[src/rtl/esc_pkg.sv]
// shared types, character codes, rule numbers and helpers of the expression syntax checker
package esc_pkg;

  localparam int unsigned NUM_RULES = 27;
  localparam int unsigned COUNT_W   = 13;
  localparam int unsigned DOT_W     = 2;
  localparam int unsigned SLOTS     = 4;

  localparam logic [COUNT_W-1:0] COUNT_MAX = {COUNT_W{1'b1}};
  localparam logic [DOT_W-1:0]   DOT_MAX   = {DOT_W{1'b1}};

  localparam logic [7:0] CH_NUL   = 8'h00;
  localparam logic [7:0] CH_A     = 8'h61;
  localparam logic [7:0] CH_Z     = 8'h7a;
  localparam logic [7:0] CH_0     = 8'h30;
  localparam logic [7:0] CH_9     = 8'h39;
  localparam logic [7:0] CH_PLUS  = 8'h2b;
  localparam logic [7:0] CH_MINUS = 8'h2d;
  localparam logic [7:0] CH_STAR  = 8'h2a;
  localparam logic [7:0] CH_SLASH = 8'h2f;
  localparam logic [7:0] CH_CARET = 8'h5e;
  localparam logic [7:0] CH_DOT   = 8'h2e;
  localparam logic [7:0] CH_LP    = 8'h28;
  localparam logic [7:0] CH_RP    = 8'h29;

  typedef enum logic [4:0] {
    R_CHAR     = 5'd0,
    R_DG_LT    = 5'd1,
    R_DG_LP    = 5'd2,
    R_PT_PT    = 5'd3,
    R_PT_OP    = 5'd4,
    R_PT_LT    = 5'd5,
    R_PT_LP    = 5'd6,
    R_PT_RP    = 5'd7,
    R_OP_PT    = 5'd8,
    R_OP_OP    = 5'd9,
    R_OP_RP    = 5'd10,
    R_LT_DG    = 5'd11,
    R_LT_PT    = 5'd12,
    R_LP_PT    = 5'd13,
    R_LP_OP    = 5'd14,
    R_LP_RP    = 5'd15,
    R_RP_DG    = 5'd16,
    R_RP_PT    = 5'd17,
    R_RP_LT    = 5'd18,
    R_RP_LP    = 5'd19,
    R_LT_LT    = 5'd20,
    R_UNBAL    = 5'd21,
    R_DOTS     = 5'd22,
    R_EARLY_RP = 5'd23,
    R_OP_FIRST = 5'd24,
    R_OP_LAST  = 5'd25,
    R_LT_LP    = 5'd26
  } rule_e;

  typedef struct packed {
    logic op;
    logic dg;
    logic lt;
    logic pt;
    logic lp;
    logic rp;
  } cls_t;

  // function heads that get rewritten to a+( when followed by an open paren
  localparam logic [23:0] FN_HEADS [12] = '{
    24'h73656e, 24'h636f73, 24'h74616e, 24'h616273,
    24'h61736e, 24'h616373, 24'h61746e, 24'h6c6f67,
    24'h636569, 24'h657870, 24'h737172, 24'h726362
  };

  function automatic cls_t classify(logic [7:0] c);
    cls_t r;
    r.op = (c == CH_PLUS) || (c == CH_MINUS) || (c == CH_STAR) ||
           (c == CH_SLASH) || (c == CH_CARET);
    r.dg = (c >= CH_0) && (c <= CH_9);
    r.lt = (c >= CH_A) && (c <= CH_Z);
    r.pt = (c == CH_DOT);
    r.lp = (c == CH_LP);
    r.rp = (c == CH_RP);
    return r;
  endfunction

  function automatic logic is_head(logic [7:0] c0, logic [7:0] c1, logic [7:0] c2);
    logic hit;
    hit = 1'b0;
    for (int i = 0; i < 12; i++) begin
      hit = hit | ({c0, c1, c2} == FN_HEADS[i]);
    end
    return hit;
  endfunction

endpackage

[src/rtl/esc_rules.sv]
// per-character and adjacent-pair rule checks for one character of the rewritten stream
module esc_rules (
  input  logic [7:0]                       char_i,
  input  logic [7:0]                       prev_i,
  input  logic                             seen_i,
  output logic [esc_pkg::NUM_RULES-1:0]    fail_o
);

  esc_pkg::cls_t c;
  esc_pkg::cls_t p;

  always_comb begin
    c = esc_pkg::classify(char_i);
    p = esc_pkg::classify(prev_i);
    fail_o = '0;
    fail_o[esc_pkg::R_CHAR] = !(c.op || c.dg || c.lt || c.pt || c.lp || c.rp);
    if (seen_i) begin
      fail_o[esc_pkg::R_DG_LT] = p.dg && c.lt;
      fail_o[esc_pkg::R_DG_LP] = p.dg && c.lp;
      fail_o[esc_pkg::R_PT_PT] = p.pt && c.pt;
      fail_o[esc_pkg::R_PT_OP] = p.pt && c.op;
      fail_o[esc_pkg::R_PT_LT] = p.pt && c.lt;
      fail_o[esc_pkg::R_PT_LP] = p.pt && c.lp;
      fail_o[esc_pkg::R_PT_RP] = p.pt && c.rp;
      fail_o[esc_pkg::R_OP_PT] = p.op && c.pt;
      fail_o[esc_pkg::R_OP_OP] = p.op && c.op;
      fail_o[esc_pkg::R_OP_RP] = p.op && c.rp;
      fail_o[esc_pkg::R_LT_DG] = p.lt && c.dg;
      fail_o[esc_pkg::R_LT_PT] = p.lt && c.pt;
      fail_o[esc_pkg::R_LT_LT] = p.lt && c.lt;
      fail_o[esc_pkg::R_LT_LP] = p.lt && c.lp;
      fail_o[esc_pkg::R_LP_PT] = p.lp && c.pt;
      fail_o[esc_pkg::R_LP_OP] = p.lp && c.op;
      fail_o[esc_pkg::R_LP_RP] = p.lp && c.rp;
      fail_o[esc_pkg::R_RP_DG] = p.rp && c.dg;
      fail_o[esc_pkg::R_RP_PT] = p.rp && c.pt;
      fail_o[esc_pkg::R_RP_LT] = p.rp && c.lt;
      fail_o[esc_pkg::R_RP_LP] = p.rp && c.lp;
    end else begin
      fail_o[esc_pkg::R_OP_FIRST] = c.op;
    end
  end

endmodule
[config.mk]
export PLATFORM = sky130hd
export DESIGN_NAME = esc_rules
export DESIGN_NICKNAME = d
export VERILOG_FILES = /design/src/rtl/esc_pkg.sv /design/src/rtl/esc_rules.sv
export SDC_FILE = /design/constraint.sdc
export NUM_CORES = 1
export LEC_CHECK = 0
export BUFFER_PORTS_ARGS = -buffer_cell sky130_fd_sc_hd__buf_2
export CORE_AREA = 10 10 47 49
export DETAILED_ROUTE_END_ITERATION = 16
export DIE_AREA = 0 0 57 59
export PLACE_DENSITY = 0.81
export SETUP_SLACK_MARGIN = 0.2
export SLEW_MARGIN = 15
export SYNTH_ARGS = -nofsm -noshare
export SYNTH_HDL_FRONTEND = slang
export SYNTH_SLANG_ARGS = --single-unit
export TNS_END_PERCENT = 30
[constraint.sdc]
create_clock -name vclk -period 2
set_input_delay 0 -clock vclk [all_inputs]
set_output_delay 0 -clock vclk [all_outputs]
set_load 0.05 [all_outputs]
### Word-level counts from Yosys, hierarchy flattened

Cells that the tools add are included.

| word-level totals | value |
|---|---|
| register bits | 0 |
| latch bits | 0 |
| memory bits (writable) | 0 |
| memory bits (read-only) | 0 |
| input port bits | 17 |
| output and inout port bits | 27 |
| word-level logic and storage cells | 66 |
| memories | 0 |

| operators by class | value |
|---|---|
| add/subtract/negate cells | 0 |
| multipliers | 0 |
| divide/modulo/power cells | 0 |
| $lt $le $gt $ge | 8 |
| eq/ne operators | 16 |
| shifts and indexed selects | 0 |
| multiplexer cells | 3 |
| bitwise gates (word level) | 0 |
| reduce and logical (&&, ||, !) cells | 39 |

Operators with widths:

| operator | count |
|---|---|
| $eq A8 B6 Y1 const B | 14 |
| $logic_and A1 B1 Y1 | 25 |
| $mux W20 | 1 |
| $eq A8 B7 Y1 const B | 2 |
| $ge A8 B6 Y1 const B | 2 |
| $ge A8 B7 Y1 const B | 2 |
| $le A8 B6 Y1 const B | 2 |
| $le A8 B7 Y1 const B | 2 |
| $logic_or A1 B1 Y1 | 13 |
| $mux W1 | 2 |
| $logic_not A1 Y1 | 1 |

### Longest topological paths before layout

Gate-level depths: netlist of run 1.

| logic depth | value |
|---|---|
| depth in word-level cells | 11 |
| depth in mapped cells | 4 |
| gate-level depth less buffers | 4 |

### Least setup slack after synthesis of run 1

OpenSTA, ideal clock, no wires.

| timing path | value |
|---|---|
| kind | input-to-output |
| from | in char_i[7] |
| to | out fail_o[12] (netlist name) |
| arrival time | 1,694 ps |
| data required time | 2,000 ps |
| slack | 306 ps |
| stages on the path | 4 |
| buffers on the path | 1 |
| path through | or3b_4 -> or4_1 -> buf_2 -> nor2_1 |

| between the ends | value |
|---|---|
| word-level cells in the longest chain between the ends | 3 |

RTL lines:

| element | line | RTL |
|---|---|---|
| from (decl) | esc_rules.sv:3 | `input logic [7:0] char_i,` |
| $eq A8 B6 Y1 | esc_pkg.sv:78 | `r.pt = (c == CH_DOT);` |
| $logic_and A1 B1 Y1 | esc_rules.sv:29 | `fail_o[esc_pkg::R_LT_PT] = p.lt && c.pt;` |
| $mux W20 | esc_rules.sv:17 | `if (seen_i) begin` |
| to (decl) | esc_rules.sv:6 | `output logic [esc_pkg::NUM_RULES-1:0] fail_o` |

No other way between the ends.

### Final worst setup path of run 1

| timing path | value |
|---|---|
| from | in char_i[7] |
| to | out fail_o[26] (netlist name) |

| between the ends | value |
|---|---|
| word-level cells in the longest chain between the ends | 3 |

RTL lines:

| element | line | RTL |
|---|---|---|
| $eq A8 B6 Y1 | esc_pkg.sv:79 | `r.lp = (c == CH_LP);` |
| $logic_and A1 B1 Y1 | esc_rules.sv:31 | `fail_o[esc_pkg::R_LT_LP] = p.lt && c.lp;` |
| $mux W1 | esc_rules.sv:17 |  |

No other way between the ends.

==> impl_results.md, run 1 <==
- Max-slew violation count: 0
- Leakage: 0.2955 nW
- Slowest library cell on the worst path: or3b_4
- Hold Buf Count CTS: 0
- Synth unique cells: 29
- DRT iter0 DRCs: 11
- Crit path DAT: between 1.5 and 2 ns
- Final core occ: 43.39%
- Filler cells: 163
- CLK BUF: 0
- Unrepaired setup endpoints after global routing: false
- Synth Area per Inst: 5.639 sq um
- Synth Cell Area: ~400 sq um
- Via Count: 656
- Max capacitance violation total: 0
- Remaining antenna violation count: 0
- GRT Util Overall: 8.993%
- Synth Instances: 73
- Largest net degree at the start of global routing: 8
- Total negative slack: 0 ns
- Post_cts resized: 0
- Top cells by area, synth: nor2_1, buf_4, nand3b_1
- Setup violators final: 0
- Critical Path Start Type: primary input
- Vias per cell: between 5 and 6
- Status: completed
- Register area: 0 sq um
- DP HPWL: 1563 um
- # IOs: 44
- Starting Density: 29.38%
- Nets: 130
- P&R area growth vs syn: 47.72%
- Crit Path Class: in -> out
- Antenna cells: 0
- CORE AREA: 1401 sq um
- First-pass GRT wire length: about 2700 um
- Hold Slack: 0.3491 ns
- Critical path, cell by cell: buf_2 -> or3b_4 -> nor4_1 -> or2b_1 -> nor2_1 -> buf_2
- Sequential share of the synthesized area: 0%
- Worst Path Required: 2.00 ns
- Worst-path maximum fanout: 4
- Maximum VDD drop: 0.00006491 V
- Peak Freq: 616.1 MHz
- Sequential cell count: 0
- Hold depth: 3
- Tmin final: 1.623 ns
- Drt wl/cell: 14.06 um
- Final worst-path cycle share: 81.16%
- Chip width: 57 um
- Endpoint type of the worst setup path: primary output
- Vias in the first global route: 582
- Initial antenna violation count: 0
- Postcts setup bufs: 0
- Relative slew slack: 62.08%
- Top-area cell type share of the netlist area: a little over a fifth
- Area leader, netlist: nor2_1
- Slew @ Worst Pin: 0.5628 ns
- Site Rows: 14
- Die Y: 59 um
- Hold Crit Class: in -> out
- Pwr dens: around 140 nW/um^2
- Layout cells sized above 1: 38.74%
- Max incr delay on CP: 0.41 ns
- # DRC: 0
- Multi-input logic area: 384.1 sq um
- Die Footprint: between 3000 and 4000 sq um
- CP most frequent cell: buf_2
- GRT overflow: 0
- Gpl congestion: approximately 0.86
- Final WL: 1786 um
- Total number of yosys warnings: 0
- Port bufs: 40
- Drt pass-1 iters: 4
- Final Hold Fails: 0
[path summary, 6_finish.rpt]
path,from,endpoint,slack (ns)
max,char_i[7],fail_o[26],0.38
min,seen_i,fail_o[24],0.35
[stage by stage]
stage / cell area [sq um] / setup slack, ns / total power (W) / instances
global route: 608.1 / 0.2866 / 0.00009263 / 127
CTS: 608.1 / 0.3800 / 0.00008496 / 127
global placement: 608.1 / 0.4284 / 0.00008172 / 127
floorplan: 422.9 / 0.3064 / 0.00005319 / 76
detailed placement: 608.1 / 0.3762 / 0.00008461 / 127
finish: 608.1 / 0.3768 / 0.00008586 / 127
[cell usage after synthesis]
| cell type | instances |
|---|---|
| o21ai_0 | 2 |
| a211oi_1 | 1 |
| buf_2 | 1 |
| or2_2 | 1 |
| or3b_4 | 1 |
| and3b_1 | 1 |
| nor4b_1 | 1 |
| or3b_1 | 1 |
| or4_1 | 3 |
| inv_1 | 1 |
| nand3_1 | 3 |
| nand2b_1 | 3 |
| nand3b_1 | 4 |
| nand2_1 | 4 |
| mux2_2 | 1 |
| buf_4 | 4 |
| nand4b_1 | 1 |
| nor4_1 | 4 |
| o21a_1 | 1 |
| a21oi_1 | 4 |
| or2b_1 | 1 |
| a21o_1 | 1 |
| and3_1 | 1 |
| nand4_1 | 1 |
| nor3_1 | 1 |
| conb_1 | 1 |
| nor2b_1 | 1 |
| nor2_1 | 23 |
| and4_1 | 1 |
[cell usage in the layout (no fill, tap or decap), types with 2 or more instances in the layout]
cell       n
buf_2     40
nor2_1    23
nor4_1     4
nand2_1    4
a21oi_1    4
nand3b_1   4
conb_1     4
nand2b_1   3
nand3_1    3
or4_1      3
o21ai_0    2
[kinds of logic (layout without fill, tap and decap cells)]
| family | after synthesis | in the layout | share of synthesized area, % |
|---|---|---|---|
| buf+inv | 6 | 41 | 9.421 |
| compound gates | 9 | 9 | 12.77 |
| other cells | 1 | 4 | 0.9110 |
| simple gates | 56 | 56 | 74.17 |
| mux | 1 | 1 | 2.735 |
[layout make-up]
type	instances	share of cell area, %
tap	16	3.292
inverter	1	0.6173
timing repair buffer	40	32.92
multi-input combinational	70	63.17
[critical path: cells and delay by family]
kind          cells  cell delay, ns
simple gates      4            1.22
buf+inv           2            0.40
[report_power, final]
group / switching [W] / internal, W / total, W
logic: 0.0000573 / 0.0000286 / 0.0000859
registers: 0 / 0 / 0
clock network: 0 / 0 / 0
total: 0.0000573 / 0.0000286 / 0.0000859
[layer usage]
metal / GRT usage (%) / share of wire [%]
met4: 0 / 0.28
met2: 17.98 / 52
met5: 0 / 0
met3: 1.288 / 8.1
met1: 10.23 / 39
Power figures use the tool's default switching activity.
==> run 2, diff against run 1 <==
==> constraint.sdc (replaced) <==
create_clock -name vclk -period 1.6
set_input_delay 0 -clock vclk [all_inputs]
set_output_delay 0 -clock vclk [all_outputs]
set_load 0.05 [all_outputs]
==> impl_results.md, run 2 (synthesis results as in run 1) <==
- Status: completed
- Hold endpoint: fail_o[24]
- Layout cells sized above 1: 52.99% (+14 points)
- Worst Path Required: 1.60 ns (-0.40 ns)
- Clk pwr share: 0% (unchanged)
- Pwr dens: 150.2 nW/um^2 (+6.4%)
- Gpl congestion: 0.7382 (-15%)
- Vias per cell: 5.165 (about the same)
- # DRC: 0 (unchanged)
- Leakage: 0.3427 nW (+16%)
- Crit path buf inv count: 3 (+1)
- CORE AREA: 1401 sq um (unchanged)
- DP HPWL: 1504 um (-3.7%)
- Slew @ Worst Pin: 0.5390 ns (-0.02384 ns)
- Most frequent cells in the layout: buf_2, nor2_1, buf_6, buf_4, nor2_4
- Tmin final: 1.468 ns
- Crit Path Class: in -> out
- Worst-path maximum fanout: 4 (unchanged)
- GRT overflow: 0 (unchanged)
- Min-Delay Startpoint: seen_i
- Port bufs: 40 (unchanged)
- Die Y: 59 um (unchanged)
- Crit path DAT: 1.47 ns (-0.15 ns)
- Sw frac: 63.18% (-3.6 points)
- Drt wl/cell: 14.58 um (+3.7%)
- Total negative slack: 0 ns (unchanged)
- Antenna cells: 0 (unchanged)
- GRT Util Overall: 9.697% (+0.70 points)
- Peak Freq: just under 700 MHz
- Post-DP Area: 663.1 sq um (+9.1%)
- Max incr delay on CP: 0.55 ns (+0.14 ns)
- Design area: 799.5 sq um (+31%)
- DRT iter0 DRCs: 13 (+2)
- Starting Density: 29.38% (unchanged)
- Setup violators final: 0 (unchanged)
- Drt pass-1 iters: 4 (unchanged)
- Vias in the first global route: 673 (+16%)
- Chip width: 57 um (unchanged)
- Max capacitance violation total: 0 (unchanged)
- Slowest library cell on the worst path: or4_4
- CLK BUF: 0 (unchanged)
- Internal power: 0.00004423 W (+55%)
- Most common cell after layout, fill and taps aside: buf_2
- Maximum VDD drop: 0.00008880 V (+37%)
- Max-slew violation count: 0 (unchanged)
- Hold Buf Count CTS: 0 (unchanged)
- Initial antenna violation count: 0 (unchanged)
- Die Footprint: 3363 sq um (unchanged)
- Register area: 0 sq um (unchanged)
- Logic pwr share: 100.0% (about the same)
- Endpoint type of the worst setup path: primary output
- Remaining antenna violation count: 0 (unchanged)
- Sequential cell count: 0 (unchanged)
- Unrepaired setup endpoints after global routing: true
- P&R area growth vs syn: 94.22%
- Critical Path Start Type: primary input
- Hold depth: 3 (unchanged)
- Site Rows: 14 (unchanged)
- Final WL: 1939 um (+8.6%)
- Largest net degree at the start of global routing: 8 (unchanged)
- Net Sw Power: 0.00007590 W (+32%)
- Final worst-path cycle share: 91.73%
- Family with the most delay on the worst path: simple AND/OR/NAND/NOR gates
- Hold Crit Class: in -> out
- First-pass GRT wire length: 2918 um (+7.1%)
- CP most frequent cell: buf_6
- # IOs: 44 (unchanged)
- Sequential power share: 0% (unchanged)
- Critical path, cell by cell: buf_6 -> or3b_4 -> or4_4 -> buf_6 -> nor2_4 -> buf_6
- Nets: 136 (+4.6%)
- Relative slew slack: 63.69% (+1.6 points)
- Final Hold Fails: 0 (unchanged)
- Post-layout power: 0.0001201 W (+40%)
- Final core occ: 57.05% (+14 points)
- Via Count: 687 (+4.7%)
run 2: power groups by stage:
stage | Sequential (W) | Clock (W) | Combinational [W]
global placement | 0 | 0 | 0.000103
detailed placement | 0 | 0 | 0.000105
global route | 0 | 0 | 0.000128
finish | 0 | 0 | 0.000120
CTS | 0 | 0 | 0.000112
floorplan | 0 | 0 | 0.0000671
run 2: per-stage QoR:
stage	std cells	setup slack, ns	hold WS (ns)
after floorplan	76	0.07218	0.1757
after global placement	130	0.001725	0.3519
after detailed placement	130	0.001698	0.3534
after CTS	131	0.1444	0.3520
after global routing	133	0.09614	0.3627
final	133	0.1323	0.3502
run 2: timing repair:
item / CTS / global route
endpoints found under the setup margin: 15 / 21
pin swaps: 0 / 2
gates resized for setup: 22 / 7
setup buffers: 1 / 2
run 2: tightest hold or removal path, cell delays in order:
cell    delay [ns]
buf_2         0.10
nor2_1        0.04
buf_2         0.20
run 2: worst max path at each step:
stage / endpoint / slack (ns) / from / cells past startpoint
3_5_place_dp: fail_o[3] / 0.002 / char_i[7] / 6
5_1_grt: fail_o[13] / 0.1 / char_i[7] / 6
6_report: fail_o[3] / 0.13 / char_i[7] / 6
3_3_place_gp: fail_o[3] / 0.002 / char_i[7] / 6
2_1_floorplan: fail_o[7] / 0.07 / char_i[7] / 4
4_1_cts: fail_o[3] / 0.14 / char_i[7] / 6
run 2: layer usage:
metal  vias to the layer above  part of all wire [%]  GRT usage [%]
met5                         -                     0              0
met4                         0                     0              0
met1                       306                    41          11.22
met3                         0                   8.3          2.361
met2                        34                    51          18.45
li1                        347                     -              -
run 2: final cells by class:
type	count	area (sq um)
repair buffers	46	324.1
inverters	1	3.754
well taps	16	20.02
fillers	128	601.8
multi-input cells	70	451.7
